**src/assert_macros.svh**
```systemverilog
// Assertion macros shared by the RTL. Define ASSERT_OFF to compile them away.
`ifndef ASSERT_MACROS_SVH
`define ASSERT_MACROS_SVH

`ifndef ASSERT_OFF

`define ASSERT_ALWAYS(label, clk, rst_n, expr) \
    label: assert property (@(posedge clk) disable iff (!rst_n) (expr)) \
        else $error("assertion failed");

`define ASSERT_IMPLIES(label, clk, rst_n, ante, cons) \
    label: assert property (@(posedge clk) disable iff (!rst_n) (ante) |-> (cons)) \
        else $error("assertion failed");

`define ASSERT_NEXT(label, clk, rst_n, ante, cons) \
    label: assert property (@(posedge clk) disable iff (!rst_n) (ante) |=> (cons)) \
        else $error("assertion failed");

`else

`define ASSERT_ALWAYS(label, clk, rst_n, expr)
`define ASSERT_IMPLIES(label, clk, rst_n, ante, cons)
`define ASSERT_NEXT(label, clk, rst_n, ante, cons)

`endif

`endif

```
**src/wsd_pkg.sv**
```systemverilog
package wsd_pkg;

    typedef enum logic [1:0] {
        WAVE_PCM8    = 2'd0,
        WAVE_PCM16   = 2'd1,
        WAVE_ADPCM   = 2'd2,
        WAVE_UNKNOWN = 2'd3
    } t_wave_kind;

    typedef logic [2:0] t_phase;

    localparam t_phase PH_PRED_LO = 3'd0;
    localparam t_phase PH_PRED_HI = 3'd1;
    localparam t_phase PH_IDX_LO  = 3'd2;
    localparam t_phase PH_IDX_HI  = 3'd3;
    localparam t_phase PH_DATA    = 3'd4;

    localparam logic [6:0] IDX_MAX = 7'd88;

    localparam logic signed [15:0] SAMPLE_MAX = 16'sh7FFF;
    localparam logic signed [15:0] SAMPLE_MIN = -16'sh8000;

    // IMA step size for a given step index.
    function automatic logic [14:0] step_lut(input logic [6:0] idx);
        logic [14:0] s;
        case (idx)
            7'd0:  s = 15'd7;     7'd1:  s = 15'd8;     7'd2:  s = 15'd9;
            7'd3:  s = 15'd10;    7'd4:  s = 15'd11;    7'd5:  s = 15'd12;
            7'd6:  s = 15'd13;    7'd7:  s = 15'd14;    7'd8:  s = 15'd16;
            7'd9:  s = 15'd17;    7'd10: s = 15'd19;    7'd11: s = 15'd21;
            7'd12: s = 15'd23;    7'd13: s = 15'd25;    7'd14: s = 15'd28;
            7'd15: s = 15'd31;    7'd16: s = 15'd34;    7'd17: s = 15'd37;
            7'd18: s = 15'd41;    7'd19: s = 15'd45;    7'd20: s = 15'd50;
            7'd21: s = 15'd55;    7'd22: s = 15'd60;    7'd23: s = 15'd66;
            7'd24: s = 15'd73;    7'd25: s = 15'd80;    7'd26: s = 15'd88;
            7'd27: s = 15'd97;    7'd28: s = 15'd107;   7'd29: s = 15'd118;
            7'd30: s = 15'd130;   7'd31: s = 15'd143;   7'd32: s = 15'd157;
            7'd33: s = 15'd173;   7'd34: s = 15'd190;   7'd35: s = 15'd209;
            7'd36: s = 15'd230;   7'd37: s = 15'd253;   7'd38: s = 15'd279;
            7'd39: s = 15'd307;   7'd40: s = 15'd337;   7'd41: s = 15'd371;
            7'd42: s = 15'd408;   7'd43: s = 15'd449;   7'd44: s = 15'd494;
            7'd45: s = 15'd544;   7'd46: s = 15'd598;   7'd47: s = 15'd658;
            7'd48: s = 15'd724;   7'd49: s = 15'd796;   7'd50: s = 15'd876;
            7'd51: s = 15'd963;   7'd52: s = 15'd1060;  7'd53: s = 15'd1166;
            7'd54: s = 15'd1282;  7'd55: s = 15'd1411;  7'd56: s = 15'd1552;
            7'd57: s = 15'd1707;  7'd58: s = 15'd1878;  7'd59: s = 15'd2066;
            7'd60: s = 15'd2272;  7'd61: s = 15'd2499;  7'd62: s = 15'd2749;
            7'd63: s = 15'd3024;  7'd64: s = 15'd3327;  7'd65: s = 15'd3660;
            7'd66: s = 15'd4026;  7'd67: s = 15'd4428;  7'd68: s = 15'd4871;
            7'd69: s = 15'd5358;  7'd70: s = 15'd5894;  7'd71: s = 15'd6484;
            7'd72: s = 15'd7132;  7'd73: s = 15'd7845;  7'd74: s = 15'd8630;
            7'd75: s = 15'd9493;  7'd76: s = 15'd10442; 7'd77: s = 15'd11487;
            7'd78: s = 15'd12635; 7'd79: s = 15'd13899; 7'd80: s = 15'd15289;
            7'd81: s = 15'd16818; 7'd82: s = 15'd18500; 7'd83: s = 15'd20350;
            7'd84: s = 15'd22385; 7'd85: s = 15'd24623; 7'd86: s = 15'd27086;
            7'd87: s = 15'd29794; 7'd88: s = 15'd32767;
            default: s = 15'd32767;
        endcase
        return s;
    endfunction

    // Step index adjustment for the magnitude bits of a nibble.
    function automatic logic signed [4:0] idx_adj(input logic [2:0] mag);
        logic signed [4:0] a;
        case (mag)
            3'd4:    a = 5'sd2;
            3'd5:    a = 5'sd4;
            3'd6:    a = 5'sd6;
            3'd7:    a = 5'sd8;
            default: a = -5'sd1;
        endcase
        return a;
    endfunction

endpackage

```
**src/wave_sample_decoder.sv**
```systemverilog
// Wave sample decoder: raw wave bytes in, signed 16-bit samples out. The wave type register
// selects 8-bit PCM (one sample per byte), 16-bit little-endian PCM (one sample per byte
// pair) or 4-bit IMA ADPCM (a four-byte header, then two samples per byte, low nibble
// first); the unknown type produces nothing. i_first restarts the header and byte pairing.
// A byte is registered on acceptance and handled once the output register is free; PCM
// and header bytes are handled whole, an ADPCM data byte one nibble at a time, as the
// single nibble step unit and the output register handle one nibble per cycle while the
// output does not stall. The first sample of a byte passes through the byte register and
// then the output register; the second sample of an ADPCM data byte follows once the
// output register is free again. The output register lets the next byte be taken while
// a sample waits. The wave type may only be written while the block is idle.
module wave_sample_decoder (
    input  logic               i_clk,
    input  logic               i_rst_n,
    input  logic               i_in_valid,
    output logic               o_in_stall,
    input  logic [7:0]         i_data_byte,
    input  logic               i_first,
    output logic               o_out_valid,
    input  logic               i_out_stall,
    output logic signed [15:0] o_sample,
    output logic               o_last,
    input  logic               i_cfg_valid,
    output logic               o_cfg_ready,
    input  logic [1:0]         i_cfg_wave_kind
);
    import wsd_pkg::*;

    `include "assert_macros.svh"

    t_wave_kind         r_wave_kind;
    logic               r_valid;
    logic [7:0]         r_byte;
    logic               r_first;
    logic               r_nib;
    t_phase             r_phase;
    logic [7:0]         r_held;
    logic [15:0]        r_pred;
    logic [6:0]         r_step_pos;
    logic               r_out_valid;
    logic signed [15:0] r_out_sample;
    logic               r_out_last;

    logic               n_nib;
    t_phase             n_phase;
    logic [7:0]         n_held;
    logic [15:0]        n_pred;
    logic [6:0]         n_step_pos;

    logic               out_free;
    logic               fire;
    logic               done;
    logic               emit;
    logic signed [15:0] emit_sample;
    logic               emit_last;
    t_phase             eff_phase;

    // Nibble step datapath.
    logic [3:0]         nib;
    logic [6:0]         si;
    logic [14:0]        step;
    logic signed [8:0]  ni;
    logic [6:0]         ni_clamp;
    logic [16:0]        diff;
    logic signed [17:0] pred_sum;
    logic signed [15:0] pred_new;

    // PCM8 scaling.
    logic signed [17:0] pcm8_prod;
    logic signed [15:0] pcm8_sample;
    logic [15:0]        idx_word;

    assign out_free  = !r_out_valid || !i_out_stall;
    assign fire      = r_valid && out_free;
    assign eff_phase = (r_first && !r_nib) ? PH_PRED_LO : r_phase;

    always_comb begin
        nib      = r_nib ? r_byte[7:4] : r_byte[3:0];
        si       = (r_step_pos > IDX_MAX) ? IDX_MAX : r_step_pos;
        step     = step_lut(si);
        ni       = $signed({2'b00, si}) + 9'(idx_adj(nib[2:0]));
        if (ni < 0) begin
            ni_clamp = 7'd0;
        end else if (ni > $signed({2'b00, IDX_MAX})) begin
            ni_clamp = IDX_MAX;
        end else begin
            ni_clamp = ni[6:0];
        end
        diff = 17'(step >> 3);
        if (nib[0]) begin
            diff = diff + 17'(step >> 2);
        end
        if (nib[1]) begin
            diff = diff + 17'(step >> 1);
        end
        if (nib[2]) begin
            diff = diff + 17'(step);
        end
        if (nib[3]) begin
            pred_sum = 18'($signed(r_pred)) - $signed({1'b0, diff});
        end else begin
            pred_sum = 18'($signed(r_pred)) + $signed({1'b0, diff});
        end
        if (pred_sum > 18'(SAMPLE_MAX)) begin
            pred_new = SAMPLE_MAX;
        end else if (pred_sum < 18'(SAMPLE_MIN)) begin
            pred_new = SAMPLE_MIN;
        end else begin
            pred_new = pred_sum[15:0];
        end
    end

    // Only -128 falls outside the 16-bit range after scaling by 258.
    always_comb begin
        pcm8_prod = 18'($signed(r_byte)) * 18'sd258;
        if (pcm8_prod < 18'(SAMPLE_MIN)) begin
            pcm8_sample = SAMPLE_MIN;
        end else begin
            pcm8_sample = pcm8_prod[15:0];
        end
    end

    assign idx_word = {r_byte, r_held};

    always_comb begin
        n_nib       = r_nib;
        n_phase     = r_phase;
        n_held      = r_held;
        n_pred      = r_pred;
        n_step_pos  = r_step_pos;
        done        = 1'b1;
        emit        = 1'b0;
        emit_sample = $signed({r_byte, r_held});
        emit_last   = 1'b1;
        unique case (r_wave_kind)
            WAVE_PCM8: begin
                n_phase     = eff_phase;
                emit        = 1'b1;
                emit_sample = pcm8_sample;
            end
            WAVE_PCM16: begin
                if (eff_phase == PH_PRED_LO) begin
                    n_held  = r_byte;
                    n_phase = PH_PRED_HI;
                end else begin
                    n_phase = PH_PRED_LO;
                    emit    = 1'b1;
                end
            end
            WAVE_ADPCM: begin
                case (eff_phase)
                    PH_PRED_LO, PH_IDX_LO: begin
                        n_held  = r_byte;
                        n_phase = eff_phase + 3'd1;
                    end
                    PH_PRED_HI: begin
                        n_pred  = {r_byte, r_held};
                        n_phase = PH_IDX_LO;
                    end
                    PH_IDX_HI: begin
                        n_step_pos = (idx_word > 16'(IDX_MAX)) ? IDX_MAX : idx_word[6:0];
                        n_phase    = PH_DATA;
                    end
                    default: begin
                        n_phase     = PH_DATA;
                        n_pred      = pred_new;
                        n_step_pos  = ni_clamp;
                        emit        = 1'b1;
                        emit_sample = pred_new;
                        emit_last   = r_nib;
                        done        = r_nib;
                        n_nib       = !r_nib;
                    end
                endcase
            end
            default: begin
                n_phase = eff_phase;
            end
        endcase
    end

    assign o_in_stall  = r_valid && !(fire && done);
    assign o_cfg_ready = !r_valid;

    always_ff @(posedge i_clk) begin
        if (!i_rst_n) begin
            r_wave_kind <= WAVE_PCM8;
            r_valid     <= 1'b0;
            r_nib       <= 1'b0;
            r_phase     <= PH_PRED_LO;
            r_held      <= 8'd0;
            r_pred      <= 16'd0;
            r_step_pos  <= 7'd0;
            r_out_valid <= 1'b0;
        end else begin
            if (i_cfg_valid && o_cfg_ready) begin
                r_wave_kind <= t_wave_kind'(i_cfg_wave_kind);
            end
            if (i_in_valid && !o_in_stall) begin
                r_valid <= 1'b1;
            end else if (fire && done) begin
                r_valid <= 1'b0;
            end
            if (fire) begin
                r_nib      <= n_nib;
                r_phase    <= n_phase;
                r_held     <= n_held;
                r_pred     <= n_pred;
                r_step_pos <= n_step_pos;
            end
            if (fire && emit) begin
                r_out_valid <= 1'b1;
            end else if (!i_out_stall) begin
                r_out_valid <= 1'b0;
            end
        end
    end

    // Payload registers.
    always_ff @(posedge i_clk) begin
        if (i_in_valid && !o_in_stall) begin
            r_byte  <= i_data_byte;
            r_first <= i_first;
        end
        if (fire && emit) begin
            r_out_sample <= emit_sample;
            r_out_last   <= emit_last;
        end
    end

    assign o_out_valid = r_out_valid;
    assign o_sample    = r_out_sample;
    assign o_last      = r_out_last;

    `ASSERT_ALWAYS(a_step_pos_range, i_clk, i_rst_n, r_step_pos <= IDX_MAX)
    `ASSERT_IMPLIES(a_high_nib_has_item, i_clk, i_rst_n, r_nib, r_valid)
    `ASSERT_NEXT(a_low_nib_not_last, i_clk, i_rst_n,
        fire && emit && !emit_last, o_out_valid && !o_last && r_nib)

endmodule
```
**config.mk**
```make
export PLATFORM = sky130hd
export DESIGN_NAME = wave_sample_decoder
export DESIGN_NICKNAME = d
export VERILOG_FILES = /design/src/wsd_pkg.sv /design/src/wave_sample_decoder.sv
export VERILOG_INCLUDE_DIRS = /design/src /design/src/src
export SDC_FILE = /design/constraint.sdc
export NUM_CORES = 1
export LEC_CHECK = 0
export BUFFER_PORTS_ARGS = -buffer_cell sky130_fd_sc_hd__buf_2
export CAP_MARGIN = 10
export CORE_UTILIZATION = 41
export DETAILED_ROUTE_END_ITERATION = 6
export PLACE_DENSITY = 0.53
export SLEW_MARGIN = 0
export SYNTH_ARGS = -nofsm -noshare
export SYNTH_HDL_FRONTEND = slang
export SYNTH_SLANG_ARGS = --single-unit
```
**constraint.sdc**
```tcl
create_clock -name i_clk -period 25.3 [get_ports i_clk]
set_input_delay 2.53 -clock i_clk [delete_from_list [all_inputs] [get_ports i_clk]]
set_output_delay 2.53 -clock i_clk [all_outputs]
set_load 0.01 [all_outputs]
```
==> metrics.yaml, run 1 <==
cap_violations: 0
fin_setup_tns_ns: 0
setup_viol: 0
power_density_mw_per_mm2: 32.9
initial_utilization: 0.421
hold_viol: 0
hpwl_mm: 24.1
drt_iter0_markers: 844
wl_per_cell_um: 19.6
crit_top_cell: "ha_1"
status: "complete, no violations"
die_h_um: 158
portBuffers: 35
max_freq_mhz: 74.8
clkLatencyLatePin_ns: 0.33
vias: 10244
antenna_left: 0
rsz0062_at_grt: "no"
synth_edf_count: 26
cp.arrival_ns: 13.56
synth.avg_cell_area_um2: 7.52
dp_slack_ns: 12.17
gr-total-overflow: 0
syn_area_mm2: 0.00997
cts_buffers: 9
path_class: "reg2reg"
vdd_drop_max_mv: 0.0360
ctsResizeCount: 0
worstSetupEndpointType: "flop"
ys_seq_area_frac: 0.157
post_cts_buffers: 0
cts.reportedPaths.clkPinSlew_ns: 0.05
grt_max_degree: 60
cts.sinks: 65
leakagePower_nw: 4.56
synthFlopType: "dfxtp_1"
gr-usage-all-layers: 0.257
ys_types: 91
num_rows: 56
path_max_fanout: 50
antenna_found_initial: 0
cts_root_buf: "clkbuf_16"
dieArea_mm2: 0.0249
postCtsHoldBufs: 0
h-tree-depth: 3
area_growth_pct: 6.94
die_w_um: 158
final_common_cell: "nand2_1"
path_buf_inv: 3
dr.pass1.iters: 6
grt_pass1_vias: 9267
nets: 1449
wirelength_mm: 32.1
cts_tree: "built"
crit_path_start_kind: "flop"
hold_class: "reg2reg"
yosysWarnings: 0
cpMaxStageDelayCell: "and3_1"
dp.cells: 1621
synthArstFlopShare: 0
synth_cells: 1326
worst_pin_slew_ns: 1.08
syn-num-nets: 1462
maxSlewViolCount: 0
drt-vias-per-instance: 6.26
place.gp.congestion: 0.981
layout_common_cells: "122 x nand2_1, 113 x ha_1, 100 x nor2_1, 100 x o21ai_0, 94 x a21oi_1"
drc: 0
setup_ws_ns: 11.93
synth-seq-cells: 65
grt_pass1_wl_mm: 50.3
clock_skew_ns: 0.00727
cp_top_family: "simple AND/OR/NAND/NOR gates"
min_period_ns: 13.37
fin_cells: 1637
fin_crit_sh: 0.528
cp.required_ns: 25.49
critPathMaxStageDelay_ns: 0.79
drive_gt1_frac: 0.0827
n_antenna_cell: 0
slew_headroom: 0.277
core_area_mm2: 0.0237
cts_buffer_depth: 2
ios: 36
## tightest hold or removal path: cells and delay by family, from the launching register on
family           cells  cell delay [ns]
AND/OR/NAND/NOR      1             0.09
flip-flops           1             0.31
AO/OA/AOI/OAI        1             0.06
## cells by family (layout without fill, tap and decap cells)
family / after synthesis / after routing / share of synthesized area
AOI/OAI and AO/OA: 489 / 489 / 0.333
buffers and inverters: 132 / 124 / 0.0547
muxes: 26 / 26 / 0.0282
xor gates and xnor gates: 62 / 62 / 0.0545
and+or+nand+nor: 431 / 431 / 0.216
DFF: 65 / 65 / 0.157
adders and majority gates: 121 / 121 / 0.157
## per-layer routing
| metal | part of all wire | vias up | track usage |
|---|---|---|---|
| li1 | - | 4979 | - |
| met2 | 0.44 | 419 | 0.418 |
| met3 | 0.056 | 87 | 0.0238 |
| met5 | 0 | - | 0 |
| met1 | 0.46 | 4759 | 0.347 |
| met4 | 0.038 | 0 | 0.107 |
## area by class of cell
class                      count  area [um2]
timing repair buffer          52         303
tap                          319         399
fill                        2461       13000
multi-input combinational   1129        7880
sequential                    65        1560
inverter                      56         211
clock buffer                  10         229
clock inverter                 6        82.6
## state kept, by name, summed over array words and instances (netlist names), 2 cells and up
name and flops:
r_phase 3, r_wave_kind 2, r_byte 8, r_held 8, r_pred 16, r_step_pos 7
o_sample 16
## through the flow
stage | utilization | hold slack [ns] | instance area (um2) | power [mW]
after floorplan | - | 0.470 | 9970 | 0.197
after global placement | 0.437 | 0.485 | 10400 | 0.223
after detailed placement | 0.437 | 0.488 | 10400 | 0.222
after CTS | 0.450 | 0.504 | 10700 | 0.353
after global routing | 0.450 | 0.555 | 10700 | 0.370
final | 0.450 | 0.499 | 10700 | 0.351
## final timing paths
kind,start,to,slack [ns],depth (start not counted)
hold reg to reg,r_phase[2],r_phase[2],0.50,2
setup / recovery,r_step_pos[3],r_pred[3],11.93,46
hold / removal,r_phase[2],r_phase[2],0.50,2
setup reg to reg,r_step_pos[3],r_pred[3],11.93,46
## report_power, final
part / internal, mW / switching, mW / leakage, nW
Sequential: 0.114 / 0.00418 / 0.561
Combinational: 0.0401 / 0.0623 / 3.84
Clock: 0.0857 / 0.0445 / 0.152
## cells in the mapped netlist (18+ instances only)
| library cell | n | area share |
|---|---|---|
| and2_1 | 19 | 0.012 |
| a211oi_1 | 21 | 0.016 |
| nor2_1 | 101 | 0.038 |
| clkbuf_1 | 54 | 0.020 |
| xnor2_1 | 35 | 0.031 |
| nand3_1 | 22 | 0.011 |
| a22oi_1 | 24 | 0.018 |
| a31oi_1 | 23 | 0.014 |
| nor2b_1 | 31 | 0.019 |
| mux2i_1 | 18 | 0.018 |
| inv_1 | 50 | 0.019 |
| nand2_1 | 122 | 0.046 |
| edfxtp_1 | 26 | 0.078 |
| o31ai_1 | 18 | 0.014 |
| dfxtp_1 | 39 | 0.078 |
| a21o_1 | 25 | 0.019 |
| o211ai_1 | 33 | 0.025 |
| nor3_1 | 21 | 0.011 |
| ha_1 | 113 | 0.14 |
| o21ai_0 | 100 | 0.050 |
| nand2b_1 | 26 | 0.016 |
| a21oi_1 | 94 | 0.047 |
| xor2_1 | 27 | 0.024 |
(Power assumes the default switching activity.)
==> run 2, diff against run 1 <==
PLACE_DENSITY = 0.55   (was 0.53)
clock period = 11.1 ns   (was 25.3 ns; I/O delays follow)
==> run 2 against run 1 <==
Net effect:
- maximum frequency grew 25%
- sequential cell count is the same
- die area did not move
- clock power is 110% higher
- worst setup slack got worse by 11 ns
- via count grew 2.6%
- final cell count grew 4.2%
- sequential power is 130% higher
- critical path type unchanged
- largest power group unchanged
==> metrics.yaml, run 2 (synthesized netlist as in run 1, its figures left out) <==
worst_pin_slew_ns: 1.17
ios: 36
grt_pass1_vias: 9716
cpMaxStageDelayCell: "or4b_2"
cts.reportedPaths.clkPinSlew_ns: 0.06
gr-usage-all-layers: 0.266
nets: 1518
vias: 10515
clock_skew_ns: 0.00453
area_growth_pct: 14.8
core_area_mm2: 0.0237
nFillCells: 2398
leakagePower_nw: 4.93
ff_latch_area_mm2: 0.00156
dr.pass1.iters: 5
drt_iter0_markers: 866
drt-vias-per-instance: 6.16
power_density_mw_per_mm2: 68.8
grt_max_degree: 41
crit_path_start_kind: "flop"
n_antenna_cell: 0
max_freq_mhz: 93.8
dieArea_mm2: 0.0249
die_h_um: 158
maxSlewViolCount: 0
cts.sinks: 65
hold_viol: 0
multi_input_area_mm2: 0.00812
antenna_found_initial: 0
initial_utilization: 0.421
hpwl_mm: 25.1
path_max_fanout: 12
crit_top_cell: "ha_1"
vdd_drop_max_mv: 0.0784
setup_ws_ns: 0.439
critPathMaxStageDelay_ns: 0.63
die_w_um: 158
drive_gt1_frac: 0.160
cts_tree: "built"
fin_crit_sh: 0.960
cts_root_buf: "clkbuf_16"
portBuffers: 35
fin_setup_tns_ns: 0
cts_buffers: 9
layout_common_cells: "119 x nand2_1, 106 x ha_1, 99 x nor2_1"
dp_slack_ns: -0.0761
finalPower_mw: 0.787
num_rows: 56
drc: 0
wl_per_cell_um: 19.5
status: "complete, no violations"
hold_class: "reg2reg"
postCtsHoldBufs: 0
wirelength_mm: 33.3
antenna_left: 0
h-tree-depth: 3
grt_pass1_wl_mm: 52.4
gr-total-overflow: 0
place.gp.congestion: 0.991
path_class: "reg2reg"
cts_buffer_depth: 2
setup_viol: 0
slew_headroom: 0.221
final_common_cell: "nand2_1"
cp.arrival_ns: 10.73
min_period_ns: 10.66
cap_violations: 0
cp.required_ns: 11.17
clkLatencyLatePin_ns: 0.33
worstSetupEndpointType: "flop"
whs_ns: 0.522
-- run 2: cell types whose count changed in the layout (fill, tap and decap cells not counted), sizes merged --
cell    delta
clkbuf     +1
buf       +69
bufinv     -2
inv        +1
-- run 2: repair_timing --
| action | CTS | global route |
|---|---|---|
| gates resized for setup | 3 | 55 |
| cloned | 0 | 1 |
| endpoints found under the setup margin | 27 | 32 |
| pin swaps | 0 | 17 |
| setup buffers | 0 | 11 |
-- run 2: worst paths after layout --
check	from	end	slack, ns	depth (start not counted)
worst min-delay path	r_phase[1]	r_phase[1]	0.52	2
worst max-delay path	r_step_pos[3]	o_sample[7]	0.44	45
worst max register to register	r_step_pos[3]	o_sample[7]	0.44	45
worst min register to register	r_phase[1]	r_phase[1]	0.52	2
-- run 2: power breakdown --
group,switching [mW],internal (mW),total [mW]
clock,0.106,0.166,0.272
sequential,0.0108,0.261,0.271
combinational,0.144,0.0997,0.244
-- run 2: final cells by class --
| cell class | instances | share of cell area |
|---|---|---|
| flip-flops and latches | 65 | 0.137 |
| clock buffers | 11 | 0.0222 |
| inverters | 56 | 0.0185 |
| clock inverters | 5 | 0.00317 |
| multi-input cells | 1129 | 0.709 |
| well taps | 319 | 0.0349 |
| repair buffers | 121 | 0.0758 |
-- run 2: metal layers --
| layer | vias to the layer above | track usage | routed length (um) |
|---|---|---|---|
| met5 | - | 0 | 0 |
| met4 | 0 | 0.114 | 1220 |
| met3 | 81 | 0.0276 | 1870 |
| met2 | 365 | 0.429 | 15000 |
| met1 | 4958 | 0.359 | 15200 |
| li1 | 5111 | - | - |
-- run 2: critical path, delay by kind of cell, from the launching register on --
kind,cells,cell delay (ns)
flops,1,0.34
compound gates,16,3.05
buf+inv,4,0.64
fa+ha+maj,5,1.44
simple gates,14,3.44
mux,2,0.69
xor+xnor,4,0.75
-- run 2: per-stage QoR --
stage / instances / util / cell area, um2
final: 1706 / 0.483 / 11400
after global routing: 1706 / 0.483 / 11400
after CTS: 1694 / 0.470 / 11100
after detailed placement: 1678 / 0.458 / 10800
after global placement: 1678 / 0.458 / 10800
after floorplan: 1326 / - / 9980
==> run 3, diff against run 2 <==
CELL_PAD_IN_SITES_DETAIL_PLACEMENT = 1   (was not set)
CELL_PAD_IN_SITES_GLOBAL_PLACEMENT = 1   (was not set)
PLACE_DENSITY = 0.68   (was 0.55)
SLEW_MARGIN = 20   (was 0)
clock period = 10.1 ns   (was 11.1 ns; I/O delays follow)
==> run 3 against run 2 <==
Net effect:
- the flow now finishes with violations (setup timing)
- critical path depth up 2
- sequential power increased by 10%
- die area unchanged
- via count increased by 12%
- count of clock-buffer cells in the layout grew 3
- register-to-register slack got worse by 0.78 ns
- sequential share of layout area shrank 1.8 points
- combinational power is 32% higher
- worst setup slack lost 0.78 ns
- global-route usage rose by 5.8 points
- utilization up 7.3 points
- critical path type unchanged
==> metrics.yaml, run 3 (synthesized netlist as in run 1, its figures left out) <==
die_h_um: 158
drt-vias-per-instance: 6.22
wirelength_mm: 41.6
worstHoldStart: "r_phase[2]"
wl_per_cell_um: 22.1
dpl-instance-area_mm2: 0.0120
fin_setup_tns_ns: -8.64
clock_skew_ns: 0.00905
dp.cells: 1821
antenna_left: 0
core_area_mm2: 0.0237
nets: 1700
gr-total-overflow: 0
cp.required_ns: 10.16
slew_headroom: 0.364
maxSlewViolCount: 0
dp_slack_ns: -0.434
h-tree-depth: 3
dr.pass1.iters: 5
p_sw_mw: 0.310
die_w_um: 158
portBuffers: 35
rsz0062_at_grt: "yes"
fin_cells: 1888
failed_checks: "setup timing"
power_density_mw_per_mm2: 71.6
max_freq_mhz: 95.8
place.gp.congestion: 0.975
grt_max_degree: 46
leakagePower_nw: 5.88
setup_viol: 32
min_period_ns: 10.44
critPathMaxStageDelay_ns: 0.55
setup_ws_ns: -0.336
hold_class: "reg2reg"
final_util: 0.556
vias: 11747
cp.depth: 47
grt_pass1_vias: 11756
drc: 0
path_buf_inv: 6
path_class: "reg2reg"
whs_ns: 0.506
worst_pin_slew_ns: 0.953
cp_top_family: "simple AND/OR/NAND/NOR gates"
r2r_slack_ns: -0.34
dieArea_mm2: 0.0249
vdd_drop_max_mv: 0.0969
gr-usage-all-layers: 0.324
power_frac_comb: 0.340
whs_path_depth: 2
cp.arrival_ns: 10.50
swShare: 0.328
clkLatencyLatePin_ns: 0.33
cpMaxStageDelayCell: "or4bb_4"
drt_iter0_markers: 873
final_common_cell: "buf_4"
drive_gt1_frac: 0.286
area_growth_pct: 32.1
hpwl_mm: 30.7
fin_crit_sh: 1.03
p_int_mw: 0.633
n_antenna_cell: 0
hold_viol: 0
worstSetupEndpointType: "flop"
cp-startpoint: "r_step_pos[3]"
r2r_cells: 47
cts_buffer_depth: 2
initial_utilization: 0.421
clock_power_share: 0.344
crit_top_cell: "buf_4"
cts_tree: "built"
postCtsHoldBufs: 0
path_max_fanout: 7
cts_buffers: 9
antenna_found_initial: 0
status: "finished with violations"
crit_path_start_kind: "flop"
cts_root_buf: "clkbuf_16"
finalPower_mw: 0.943
p_seq_frac: 0.316
num_rows: 56
layout_common_cells: "255 x buf_4, 117 x nand2_1, 98 x ha_1"
ios: 36
cts.reportedPaths.clkPinSlew_ns: 0.06
grt_pass1_wl_mm: 63.2
fin_area_mm2: 0.0132
cap_violations: 0
cts.sinks: 65
reg2reg_from: "r_step_pos[3]"
-- run 3: cell count changes in the layout (fill, tap and decap cells not counted), sizes merged --
cell / before / now
buf: 121 / 303
clkinvlp: 0 / 1
clkbuf: 11 / 14
bufinv: 0 / 1
inv: 56 / 53
clkinv: 5 / 3
-- run 3: worst register-to-register path: cells and delay by family (launching register included) --
family	cells	cell delay [ns]
buffers and inverters	6	0.92
xor gates and xnor gates	2	0.32
muxes	2	0.38
AOI/OAI and AO/OA	14	2.67
adders and majority gates	5	1.43
and+or+nand+nor	18	4.13
DFF	1	0.32
-- run 3: worst paths after layout --
check | endpoint
hold / removal | r_phase[2]
setup / recovery | o_sample[9]
setup reg to reg | o_sample[9]
hold reg to reg | r_phase[2]
-- run 3: final cells by class --
cell class,instances,area (um2)
clock buffer,14,275
clock inverter,2,35.0
fill,2963,10500
inverter,56,215
multi-input combinational,1129,8430
sequential,65,1570
tap,319,399
timing repair buffer,303,2260
-- run 3: what timing repair did --
item                                    CTS  global route
cloned                                    1             0
resized for setup                        53            60
endpoints found under the setup margin   32            32
buffers inserted                         34            19
pin swaps                                28            53
-- run 3: metal layers --
layer,vias up,GRT usage,routed length (um)
li1,5457,-,-
met1,5762,0.400,17600
met2,417,0.584,20500
met3,111,0.0282,2050
met4,0,0.117,1460
met5,-,0,0
-- run 3: power by group through the flow --
stage / sequential (mW) / combinational (mW) / clock [mW]
after floorplan: 0.301 / 0.193 / 0
after global placement: 0.302 / 0.285 / 0
final: 0.298 / 0.321 / 0.325
after detailed placement: 0.303 / 0.297 / 0
after CTS: 0.297 / 0.308 / 0.329
after global routing: 0.298 / 0.350 / 0.338
